File: src/sv/rlsfd_pkg.sv
// Types and constants shared by the run-length serial frame decoder.
package rlsfd_pkg;

  // Runs of more than this many whole bit times are gaps; a gap restarts the frame unless it follows CR.
  localparam int GAP_BIT_COUNT = 10;
  // Bit count width: holds GAP_BIT_COUNT + 1.
  localparam int NB_W = $clog2(GAP_BIT_COUNT + 2);

  localparam int RUN_W    = 16;
  localparam int PERIOD_W = 11;
  localparam int SHIFT_W  = 10;
  localparam int LEFT_W   = 8;
  localparam int CHAR_W   = 7;

  // Result buffer for one command.
  localparam int RES_MAX = 3;
  localparam int RES_IDX_W = 2;

  // Command queue depth.
  localparam int QDEPTH = 2;
  localparam int QPTR_W = $clog2(QDEPTH);
  localparam int QCNT_W = $clog2(QDEPTH + 1);

  // Framing words, as seen in the shift register with the newest bit on top.
  localparam logic [SHIFT_W-1:0] WORD_STX    = 10'h182;
  localparam logic [SHIFT_W-1:0] WORD_LF     = 10'h10a;
  localparam logic [SHIFT_W-1:0] WORD_CR     = 10'h18d;
  localparam logic [SHIFT_W-1:0] WORD_ETX    = 10'(3 << 2);
  localparam logic [SHIFT_W-1:0] WORD_CR_EARLY = 10'(13 << 3);
  localparam logic [SHIFT_W-1:0] WORD_IDLE   = 10'h000;

  localparam logic [LEFT_W-1:0] LEFT_WORD    = 8'd10;
  localparam logic [LEFT_W-1:0] LEFT_CR_TAIL = 8'd8;
  localparam logic [LEFT_W-1:0] LEFT_ETX     = 8'd99;
  localparam logic [LEFT_W-1:0] LEFT_HUNT    = 8'd255;
  localparam logic [LEFT_W-1:0] LEFT_GAP     = 8'd1;
  localparam logic [LEFT_W-1:0] LEFT_CR_PEEK = 8'd3;

  localparam logic [CHAR_W-1:0] CHAR_CR = 7'h0d;
  localparam logic [CHAR_W-1:0] CHAR_LF = 7'h0a;

  typedef enum logic [1:0] {
    KIND_CHAR     = 2'd0,
    KIND_RESTART  = 2'd1,
    KIND_COMPLETE = 2'd2
  } kind_e;

  typedef enum logic [3:0] {
    FS_UNKNOWN       = 4'd0,
    FS_GAP           = 4'd1,
    FS_GAP_START     = 4'd2,
    FS_STX_GAP       = 4'd3,
    FS_STX_GAP_START = 4'd4,
    FS_STX_PSS       = 4'd5,
    FS_LF_PSS        = 4'd6,
    FS_DATA_PSS      = 4'd7,
    FS_CR7           = 4'd8,
    FS_CR_PSS        = 4'd9,
    FS_ETX_P         = 4'd10
  } frame_state_e;

  typedef enum logic [1:0] {
    F_IDLE,
    F_DIV,
    F_PUSH
  } front_state_e;

  typedef enum logic [1:0] {
    B_IDLE,
    B_EXEC,
    B_DRAIN
  } back_state_e;

  // One classified run, handed from the front to the back.
  typedef struct packed {
    logic            gap;
    logic            level;
    logic [NB_W-1:0] nbits;
  } cmd_t;

  // One result item.
  typedef struct packed {
    logic [CHAR_W-1:0] char_code;
    kind_e             kind;
  } result_t;

endpackage

File: src/sv/rlsfd_front.sv
// Front end: accepts runs and turns run length into a bit count or a gap.
module rlsfd_front (
  input  logic                              clk_i,
  input  logic                              rst_ni,
  input  logic [rlsfd_pkg::PERIOD_W-1:0]    bit_period_i,
  input  logic                              in_valid_i,
  output logic                              in_ready_o,
  input  logic                              level_i,
  input  logic [rlsfd_pkg::RUN_W-1:0]       run_length_i,
  output logic                              cmd_valid_o,
  input  logic                              cmd_ready_i,
  output rlsfd_pkg::cmd_t                   cmd_o
);
  import rlsfd_pkg::*;

  front_state_e     state_q, state_d;
  logic [RUN_W-1:0] rem_q, rem_d;
  logic [NB_W-1:0]  cnt_q, cnt_d;
  logic             level_q, level_d;
  logic             gap_q, gap_d;
  logic [RUN_W-1:0] period_ext;
  logic [RUN_W-1:0] rem_sub;

  assign period_ext = RUN_W'(bit_period_i);
  assign rem_sub    = rem_q - period_ext;

  // State register.
  always_ff @(posedge clk_i or negedge rst_ni) begin
    if (!rst_ni) begin
      state_q <= F_IDLE;
    end else begin
      state_q <= state_d;
    end
  end

  // Working registers of the divide loop.
  always_ff @(posedge clk_i) begin
    rem_q   <= rem_d;
    cnt_q   <= cnt_d;
    level_q <= level_d;
    gap_q   <= gap_d;
  end

  // The quotient is found by repeated subtraction, one per cycle, and the
  // loop stops, flagging a gap, when the count has reached the gap threshold and a period remains.
  always_comb begin
    state_d     = state_q;
    rem_d       = rem_q;
    cnt_d       = cnt_q;
    level_d     = level_q;
    gap_d       = gap_q;
    in_ready_o  = 1'b0;
    cmd_valid_o = 1'b0;
    unique case (state_q)
      F_IDLE: begin
        in_ready_o = 1'b1;
        if (in_valid_i) begin
          rem_d   = run_length_i;
          cnt_d   = '0;
          level_d = level_i;
          gap_d   = 1'b0;
          // With decoding off the run is dropped here.
          if (bit_period_i >= PERIOD_W'(2)) begin
            state_d = F_DIV;
          end
        end
      end
      F_DIV: begin
        if (rem_q >= period_ext) begin
          if (cnt_q == NB_W'(GAP_BIT_COUNT)) begin
            gap_d   = 1'b1;
            state_d = F_PUSH;
          end else begin
            rem_d = rem_sub;
            cnt_d = cnt_q + NB_W'(1);
          end
        end else begin
          state_d = F_PUSH;
        end
      end
      F_PUSH: begin
        cmd_valid_o = 1'b1;
        if (cmd_ready_i) begin
          state_d = F_IDLE;
        end
      end
      default: state_d = F_IDLE;
    endcase
  end

  assign cmd_o = '{gap: gap_q, level: level_q, nbits: cnt_q};

endmodule

File: src/sv/rlsfd_queue.sv
// Short command queue between the front end and the back end.
module rlsfd_queue (
  input  logic            clk_i,
  input  logic            rst_ni,
  input  logic            wr_valid_i,
  output logic            wr_ready_o,
  input  rlsfd_pkg::cmd_t wr_data_i,
  output logic            rd_valid_o,
  input  logic            rd_ready_i,
  output rlsfd_pkg::cmd_t rd_data_o
);
  import rlsfd_pkg::*;

  cmd_t              mem_q [QDEPTH];
  logic [QPTR_W-1:0] wr_ptr_q, rd_ptr_q;
  logic [QCNT_W-1:0] count_q;
  logic              do_wr, do_rd;

  assign wr_ready_o = (count_q != QCNT_W'(QDEPTH));
  assign rd_valid_o = (count_q != '0);
  assign do_wr      = wr_valid_i && wr_ready_o;
  assign do_rd      = rd_valid_o && rd_ready_i;
  assign rd_data_o  = mem_q[rd_ptr_q];

  // Pointers and fill count.
  always_ff @(posedge clk_i or negedge rst_ni) begin
    if (!rst_ni) begin
      wr_ptr_q <= '0;
      rd_ptr_q <= '0;
      count_q  <= '0;
    end else begin
      if (do_wr) begin
        wr_ptr_q <= (wr_ptr_q == QPTR_W'(QDEPTH - 1)) ? '0 : wr_ptr_q + QPTR_W'(1);
      end
      if (do_rd) begin
        rd_ptr_q <= (rd_ptr_q == QPTR_W'(QDEPTH - 1)) ? '0 : rd_ptr_q + QPTR_W'(1);
      end
      if (do_wr && !do_rd) begin
        count_q <= count_q + QCNT_W'(1);
      end else if (do_rd && !do_wr) begin
        count_q <= count_q - QCNT_W'(1);
      end
    end
  end

  // Entry storage.
  always_ff @(posedge clk_i) begin
    if (do_wr) begin
      mem_q[wr_ptr_q] <= wr_data_i;
    end
  end

endmodule

File: src/sv/rlsfd_back.sv
// Back end: shifts bits one per cycle, runs the frame state machine, emits results.
module rlsfd_back (
  input  logic                             clk_i,
  input  logic                             rst_ni,
  input  logic                             cmd_valid_i,
  output logic                             cmd_ready_o,
  input  rlsfd_pkg::cmd_t                  cmd_i,
  output logic                             out_valid_o,
  input  logic                             out_ready_i,
  output logic [rlsfd_pkg::CHAR_W-1:0]     char_code_o,
  output logic [1:0]                       kind_o,
  output logic                             last_o
);
  import rlsfd_pkg::*;

  back_state_e          state_q, state_d;
  frame_state_e         fs_q, fs_d;
  logic [SHIFT_W-1:0]   shift_q, shift_d;
  logic [LEFT_W-1:0]    left_q, left_d;
  logic [NB_W-1:0]      nb_q, nb_d;
  logic                 level_q, level_d;
  result_t              buf_q [RES_MAX];
  result_t              buf_d [RES_MAX];
  logic [RES_IDX_W-1:0] cnt_q, cnt_d;
  logic [RES_IDX_W-1:0] rd_q, rd_d;
  logic                 out_valid_q, out_valid_d;
  result_t              out_q, out_d;
  logic                 last_q, last_d;

  logic [SHIFT_W-1:0]   step_shift;
  logic [LEFT_W-1:0]    step_left;
  logic                 out_free;

  assign step_shift = {level_q, shift_q[SHIFT_W-1:1]};
  assign step_left  = left_q - LEFT_W'(1);
  assign out_free   = !out_valid_q || out_ready_i;

  // Control and frame state.
  always_ff @(posedge clk_i or negedge rst_ni) begin
    if (!rst_ni) begin
      state_q     <= B_IDLE;
      fs_q        <= FS_UNKNOWN;
      shift_q     <= '0;
      left_q      <= LEFT_HUNT;
      cnt_q       <= '0;
      rd_q        <= '0;
      out_valid_q <= 1'b0;
    end else begin
      state_q     <= state_d;
      fs_q        <= fs_d;
      shift_q     <= shift_d;
      left_q      <= left_d;
      cnt_q       <= cnt_d;
      rd_q        <= rd_d;
      out_valid_q <= out_valid_d;
    end
  end

  // Payload registers.
  always_ff @(posedge clk_i) begin
    nb_q    <= nb_d;
    level_q <= level_d;
    buf_q   <= buf_d;
    out_q   <= out_d;
    last_q  <= last_d;
  end

  // Sequencer: take a command, run its bit steps (none for a gap), then drain any results.
  always_comb begin
    state_d     = state_q;
    fs_d        = fs_q;
    shift_d     = shift_q;
    left_d      = left_q;
    nb_d        = nb_q;
    level_d     = level_q;
    buf_d       = buf_q;
    cnt_d       = cnt_q;
    rd_d        = rd_q;
    out_valid_d = out_valid_q && !out_ready_i;
    out_d       = out_q;
    last_d      = last_q;
    cmd_ready_o = 1'b0;

    unique case (state_q)
      B_IDLE: begin
        cmd_ready_o = 1'b1;
        if (cmd_valid_i) begin
          nb_d    = cmd_i.nbits;
          level_d = cmd_i.level;
          if (cmd_i.gap) begin
            // A gap after CR is the pause before ETX; any other gap restarts.
            shift_d = '0;
            left_d  = LEFT_GAP;
            if (fs_q == FS_CR7) begin
              fs_d = FS_STX_GAP;
            end else begin
              fs_d     = FS_GAP;
              buf_d[0] = '{char_code: '0, kind: KIND_RESTART};
              cnt_d    = RES_IDX_W'(1);
              state_d  = B_DRAIN;
            end
          end else if (cmd_i.nbits != '0) begin
            state_d = B_EXEC;
          end
        end
      end

      B_EXEC: begin
        if (nb_q == '0) begin
          state_d = (cnt_q != '0) ? B_DRAIN : B_IDLE;
        end else begin
          nb_d    = nb_q - NB_W'(1);
          shift_d = step_shift;
          left_d  = step_left;
          if (step_left == '0) begin
            // A whole word is in: check it against the expected framing.
            priority if (fs_q == FS_GAP && step_shift == WORD_IDLE) begin
              fs_d   = FS_GAP_START;
              left_d = LEFT_WORD;
            end else if (fs_q == FS_STX_GAP && step_shift == WORD_IDLE) begin
              fs_d   = FS_STX_GAP_START;
              left_d = LEFT_WORD;
            end else if (fs_q == FS_GAP_START && step_shift == WORD_STX) begin
              fs_d    = FS_STX_PSS;
              shift_d = '0;
              left_d  = LEFT_WORD;
            end else if ((fs_q == FS_STX_GAP_START || fs_q == FS_STX_PSS) &&
                         step_shift == WORD_LF) begin
              fs_d    = FS_LF_PSS;
              shift_d = '0;
              left_d  = LEFT_WORD;
            end else if (fs_q == FS_LF_PSS || fs_q == FS_DATA_PSS) begin
              fs_d    = FS_DATA_PSS;
              shift_d = '0;
              left_d  = LEFT_WORD;
              if (cnt_d != RES_IDX_W'(RES_MAX)) begin
                buf_d[cnt_d] = '{char_code: step_shift[CHAR_W-1:0], kind: KIND_CHAR};
                cnt_d        = cnt_d + RES_IDX_W'(1);
              end
            end else if (fs_q == FS_CR7 && step_shift == WORD_CR) begin
              fs_d    = FS_CR_PSS;
              shift_d = '0;
              left_d  = LEFT_CR_TAIL;
            end else if (fs_q == FS_CR_PSS && step_shift == WORD_ETX) begin
              fs_d    = FS_ETX_P;
              shift_d = '0;
              left_d  = LEFT_ETX;
              if (cnt_d != RES_IDX_W'(RES_MAX)) begin
                buf_d[cnt_d] = '{char_code: '0, kind: KIND_COMPLETE};
                cnt_d        = cnt_d + RES_IDX_W'(1);
              end
            end else begin
              // Unrecognized word: hunt again, keeping the shifted bits.
              fs_d   = FS_UNKNOWN;
              left_d = LEFT_HUNT;
            end
          end else if (step_left == LEFT_CR_PEEK && fs_q == FS_DATA_PSS &&
                       step_shift == WORD_CR_EARLY) begin
            // CR seen early in a data slot: report CR and LF at once.
            fs_d = FS_CR7;
            if (cnt_d != RES_IDX_W'(RES_MAX)) begin
              buf_d[cnt_d] = '{char_code: CHAR_CR, kind: KIND_CHAR};
              cnt_d        = cnt_d + RES_IDX_W'(1);
            end
            if (cnt_d != RES_IDX_W'(RES_MAX)) begin
              buf_d[cnt_d] = '{char_code: CHAR_LF, kind: KIND_CHAR};
              cnt_d        = cnt_d + RES_IDX_W'(1);
            end
          end
        end
      end

      B_DRAIN: begin
        if (out_free) begin
          out_valid_d = 1'b1;
          out_d       = buf_q[rd_q];
          last_d      = (rd_q == cnt_q - RES_IDX_W'(1));
          if (rd_q == cnt_q - RES_IDX_W'(1)) begin
            rd_d    = '0;
            cnt_d   = '0;
            state_d = B_IDLE;
          end else begin
            rd_d = rd_q + RES_IDX_W'(1);
          end
        end
      end

      default: state_d = B_IDLE;
    endcase
  end

  assign out_valid_o = out_valid_q;
  assign char_code_o = out_q.char_code;
  assign kind_o      = out_q.kind;
  assign last_o      = last_q;

endmodule

File: src/sv/run_length_serial_frame_decoder_core.sv
// Top level of the run-length serial frame decoder.
//
// Usage: software writes the bit period (samples per bit) on the configuration
// channel while the block is idle; a period of 0 or 1 turns decoding off and
// input runs are then dropped. cfg_ready_o is always high.
// Each input transfer carries one run: the line level and its length in samples.
// The front end divides the length by the period by repeated subtraction, one
// subtraction per cycle, and stops once the count reaches the gap threshold
// with a period still left; it takes no new run until its command has entered
// the queue. A two-entry queue follows.
// The back end shifts one bit per cycle through the frame state machine, then
// drains its results one at a time, waiting while the receiver stalls.
// The subtract loop sets the input rate unless the back end is slower.
// Each run yields zero to three results; last_o marks the final one of a run.
// When the receiver stalls, the output register holds its result, the back
// end waits, and the queue and then the front end fill and lower in_ready_o.
// Reset clears the bit period to 0, the frame state to unknown, the shift
// register to zero and the bit budget to 255; no results are pending.
module run_length_serial_frame_decoder_core (
  input  logic                          clk_i,
  input  logic                          rst_ni,
  input  logic                          cfg_valid_i,
  output logic                          cfg_ready_o,
  input  logic [rlsfd_pkg::PERIOD_W-1:0] cfg_bit_period_i,
  input  logic                          in_valid_i,
  output logic                          in_ready_o,
  input  logic                          level_i,
  input  logic [rlsfd_pkg::RUN_W-1:0]   run_length_i,
  output logic                          out_valid_o,
  input  logic                          out_ready_i,
  output logic [rlsfd_pkg::CHAR_W-1:0]  char_code_o,
  output logic [1:0]                    kind_o,
  output logic                          last_o
);
  import rlsfd_pkg::*;

  logic [PERIOD_W-1:0] bit_period_q;
  logic                fq_valid, fq_ready;
  cmd_t                fq_cmd;
  logic                qb_valid, qb_ready;
  cmd_t                qb_cmd;

  assign cfg_ready_o = 1'b1;

  // Bit period register.
  always_ff @(posedge clk_i or negedge rst_ni) begin
    if (!rst_ni) begin
      bit_period_q <= '0;
    end else if (cfg_valid_i && cfg_ready_o) begin
      bit_period_q <= cfg_bit_period_i;
    end
  end

  rlsfd_front u_front (
    .clk_i        (clk_i),
    .rst_ni       (rst_ni),
    .bit_period_i (bit_period_q),
    .in_valid_i   (in_valid_i),
    .in_ready_o   (in_ready_o),
    .level_i      (level_i),
    .run_length_i (run_length_i),
    .cmd_valid_o  (fq_valid),
    .cmd_ready_i  (fq_ready),
    .cmd_o        (fq_cmd)
  );

  rlsfd_queue u_queue (
    .clk_i      (clk_i),
    .rst_ni     (rst_ni),
    .wr_valid_i (fq_valid),
    .wr_ready_o (fq_ready),
    .wr_data_i  (fq_cmd),
    .rd_valid_o (qb_valid),
    .rd_ready_i (qb_ready),
    .rd_data_o  (qb_cmd)
  );

  rlsfd_back u_back (
    .clk_i       (clk_i),
    .rst_ni      (rst_ni),
    .cmd_valid_i (qb_valid),
    .cmd_ready_o (qb_ready),
    .cmd_i       (qb_cmd),
    .out_valid_o (out_valid_o),
    .out_ready_i (out_ready_i),
    .char_code_o (char_code_o),
    .kind_o      (kind_o),
    .last_o      (last_o)
  );

endmodule

File: config.mk
export PLATFORM = sky130hd
export DESIGN_NAME = run_length_serial_frame_decoder_core
export DESIGN_NICKNAME = d
export VERILOG_FILES = /design/src/sv/rlsfd_pkg.sv /design/src/sv/rlsfd_front.sv /design/src/sv/rlsfd_queue.sv /design/src/sv/rlsfd_back.sv /design/src/sv/run_length_serial_frame_decoder_core.sv
export SDC_FILE = /design/constraint.sdc
export NUM_CORES = 1
export LEC_CHECK = 0
export ABC_AREA = 1
export BUFFER_PORTS_ARGS = -buffer_cell sky130_fd_sc_hd__buf_4
export CAP_MARGIN = 20
export CELL_PAD_IN_SITES_DETAIL_PLACEMENT = 2
export CELL_PAD_IN_SITES_GLOBAL_PLACEMENT = 2
export CORE_MARGIN = 5
export CORE_UTILIZATION = 38
export CTS_CLUSTER_DIAMETER = 30
export DETAILED_ROUTE_END_ITERATION = 12
export PLACE_DENSITY_LB_ADDON = 0.25
export SLEW_MARGIN = 20
export SYNTH_ARGS = -nofsm -noshare
export SYNTH_HDL_FRONTEND = slang
export SYNTH_SLANG_ARGS = --single-unit
File: constraint.sdc
create_clock -name clk_i -period 3.91 [get_ports clk_i]
set_clock_uncertainty 0.15 [all_clocks]
set_input_delay 0.1955 -clock clk_i [delete_from_list [all_inputs] [get_ports clk_i]]
set_output_delay 0.1955 -clock clk_i [all_outputs]
set_load 0.02 [all_outputs]
==> impl_results.md <==
- Outcome: finished, final reports clean
- Tcrit/Tclk final: 0.844
- Core Region: 18,100 um2
- Flop pwr share: 0.314
- Antenna violation net count after detailed routing: 0
- Pint: 0.00419 W
- Die footprint: 21,400 um2
- Final Hold Fails: 0
- Max VDD drop: 0.544 mV
- Die Span Y: 146 um
- CTS clk-pin slew, worst paths: 0.07 ns
- GRT Util Overall: 0.258
- CTS tree: done
- Worst hold path class: primary input to flip-flop
- Asr flop ratio synth: 0.372
- Detailed-route DRC error count: 0
- Crit start category: flip-flop
- Most frequent cell after synthesis: nand2_1
- Post-layout util: 0.475
- Post-synth EDFFs: 76
- Setup TNS: 0 ns
- Vias in the first global route: 7,473
- Dpl hpwl: 17,500 um
- Combinational share of power: 0.473
- Vias: 6,507
- P&R area growth vs syn: 22.0%
- Main flop type after synthesis: edfxtp_1
- Final setup viols: 0
- Total net switching power: 0.00370 W
- WS Path Type: flip-flop to flip-flop
- Final net count: 975
- ANT cells: 0
- Slew @ Worst Pin: 0.803 ns
- Area after DPL: 7580 um2
- DR iter-0 viols: 309
- Net switching share of the total power: 0.469
- WL/cell: 23.5 um
- Max clock buf depth: 2
- Routed wire length: 27,200 um
- Area share of the largest cell type after synthesis: 0.324
- Port Buffers: 44
- CP Capture Type: flip-flop
- Share of cells above drive strength 1: 0.132
- Commonest cells in the netlist: nand2_1, inv_1, nor2_1
- Setup repair after global routing missed its margin: no
- Clock Sinks: 121
- Routability cong.: 0.882
- Worst-Skew Late Latency: 0.43 ns
- CP arrival: 3.26 ns
- Syn Inst Count: 834
- Setup bufs post-CTS: 0
- Maxcap violations: 0
- Total Power: 0.00789 W
- Leading area contributor after synthesis: edfxtp_1
- Initial antenna violation count: 0
- First-pass DRT Iterations: 5
- Synth area leaders: edfxtp_1, dfrtp_1, nand2_1
- Fmax: 303 MHz
- H-Tree Depth: 4
- Post-CTS sizing: 0
- Worst slew margin: 0.464
- Yosys warns: 0
- Initial Utilization: 0.389
- Hold_ws: 0.0472 ns
- Syn avg cell area: 8.44 um2
- Chip width: 146 um
- Synth cell types: 51
- Clock share of power: 0.213
- Power density of the placed cells: 919 nW/um2
- Peak fanout along the critical path: 16
- Grt ovf: 0
- Worst path slowest cell: fa_1
- Crit path required time: 3.87 ns
- Yosys reg bits: 121
- Critical Path, Cell by Cell: ha_1 -> fa_1 -> o31ai_1 -> nand3_1 -> nand3_1 -> nor2_1 -> nor2_1 -> nand2_1 -> nand2_1 -> buf_4
- First-pass GRT wire length: 43,200 um
- Routed vias/inst: 5.61
- Root buf cell: clkbuf_16
- Register area share after synthesis: 0.485
- Slew Viols, Final: 0
- Synthesized area: 7040 um2
- Cell Rows: 49
- Num ports: 46
- Num CTS Buffers: 17
- Post-Syn Nets: 891
- Largest net degree at the start of global routing: 46
- Period minus WS final: 3.30 ns
- Max incr delay on CP: 0.51 ns
- Pleak: 3.70 nW
- Fin area: 8590 um2
==> through the flow <==
step	cells	worst slack, ns
floorplan	834	1.10
global placement	1089	0.976
detailed placement	1089	0.822
CTS	1160	0.752
global route	1160	0.424
finish	1160	0.609
==> cells in the final DEF, fill, tap and decap left out, drive strengths merged, types with 8 or more instances in the layout <==
cell type      n
inv          112
dfstp          8
nor2         105
dfrtp         37
a31oi          9
o22ai         16
xnor2          8
dlygate4sd3   39
edfxtp        76
clkinv         8
nand4         16
a22oi         17
nor3          10
a21oi         32
nand3         45
ha            23
nand2        160
o21ai         96
clkbuf        17
buf           48
==> power by group through the flow <==
stage / Combinational [W] / Clock [W] / Sequential (W)
2_1_floorplan: 0.00243 / 0 / 0.00233
3_3_place_gp: 0.00324 / 0 / 0.00242
3_5_place_dp: 0.00349 / 0 / 0.00246
4_1_cts: 0.00361 / 0.00169 / 0.00245
5_1_grt: 0.00411 / 0.00177 / 0.00252
6_report: 0.00373 / 0.00168 / 0.00248
==> area by class of cell <==
class / count / area (um2)
tap: 229 / 287
multi-input combinational: 581 / 3110
timing repair buffer: 87 / 751
inverter: 110 / 414
fill: 1958 / 9500
clock buffer: 17 / 425
sequential: 121 / 3420
clock inverter: 15 / 189
==> worst max-delay path: cells and delay by family, from the launching register on <==
kind            cells  cell delay [ns]
fa+ha+maj           2             0.79
simple gates        6             0.81
flops               1             0.41
buf+inv             1             0.32
compound gates      1             0.49
==> layer usage <==
layer / vias to the layer above / GRT usage / wire [um]
li1: 3005 / - / -
met1: 3317 / 0.287 / 10600
met2: 125 / 0.489 / 14900
met3: 60 / 0.0350 / 647
met4: 0 / 0.111 / 995
met5: - / 0 / 0
==> cells by family (layout without fill, tap and decap cells) <==
logic type,Yosys count,count (layout),synth area share
other,1,1,0.000532
muxes,2,2,0.00302
xor gates and xnor gates,15,15,0.0187
adders and majority gates,24,24,0.0437
buffers and inverters,132,229,0.0741
AOI/OAI and AO/OA,187,187,0.155
and+or+nand+nor,352,352,0.220
DFF,121,121,0.485
==> path summary, 6_finish.rpt <==
kind / cells after the start / endpoint / slack (ns) / from
worst max-delay path: 10 / u_front.rem_q[8] / 0.61 / bit_period_q[0]
worst min-delay path: 2 / bit_period_q[2] / 0.05 / cfg_valid_i
worst max register to register: 10 / u_front.rem_q[8] / 0.61 / bit_period_q[0]
worst min register to register: 0 / u_queue.mem_q[1][5] / 0.31 / u_front.gap_q
max in group asynchronous: 2 / u_back.out_valid_o / 2.92 / rst_ni
min in group asynchronous: 2 / bit_period_q[0] / 0.21 / rst_ni
==> timing repair <==
action	4_1_cts	5_1_grt
hold buffers	39	0
endpoints found under the setup margin	0	0
endpoints found under the hold margin	64	0
Note: power is estimated with default switching activity, not from simulation.
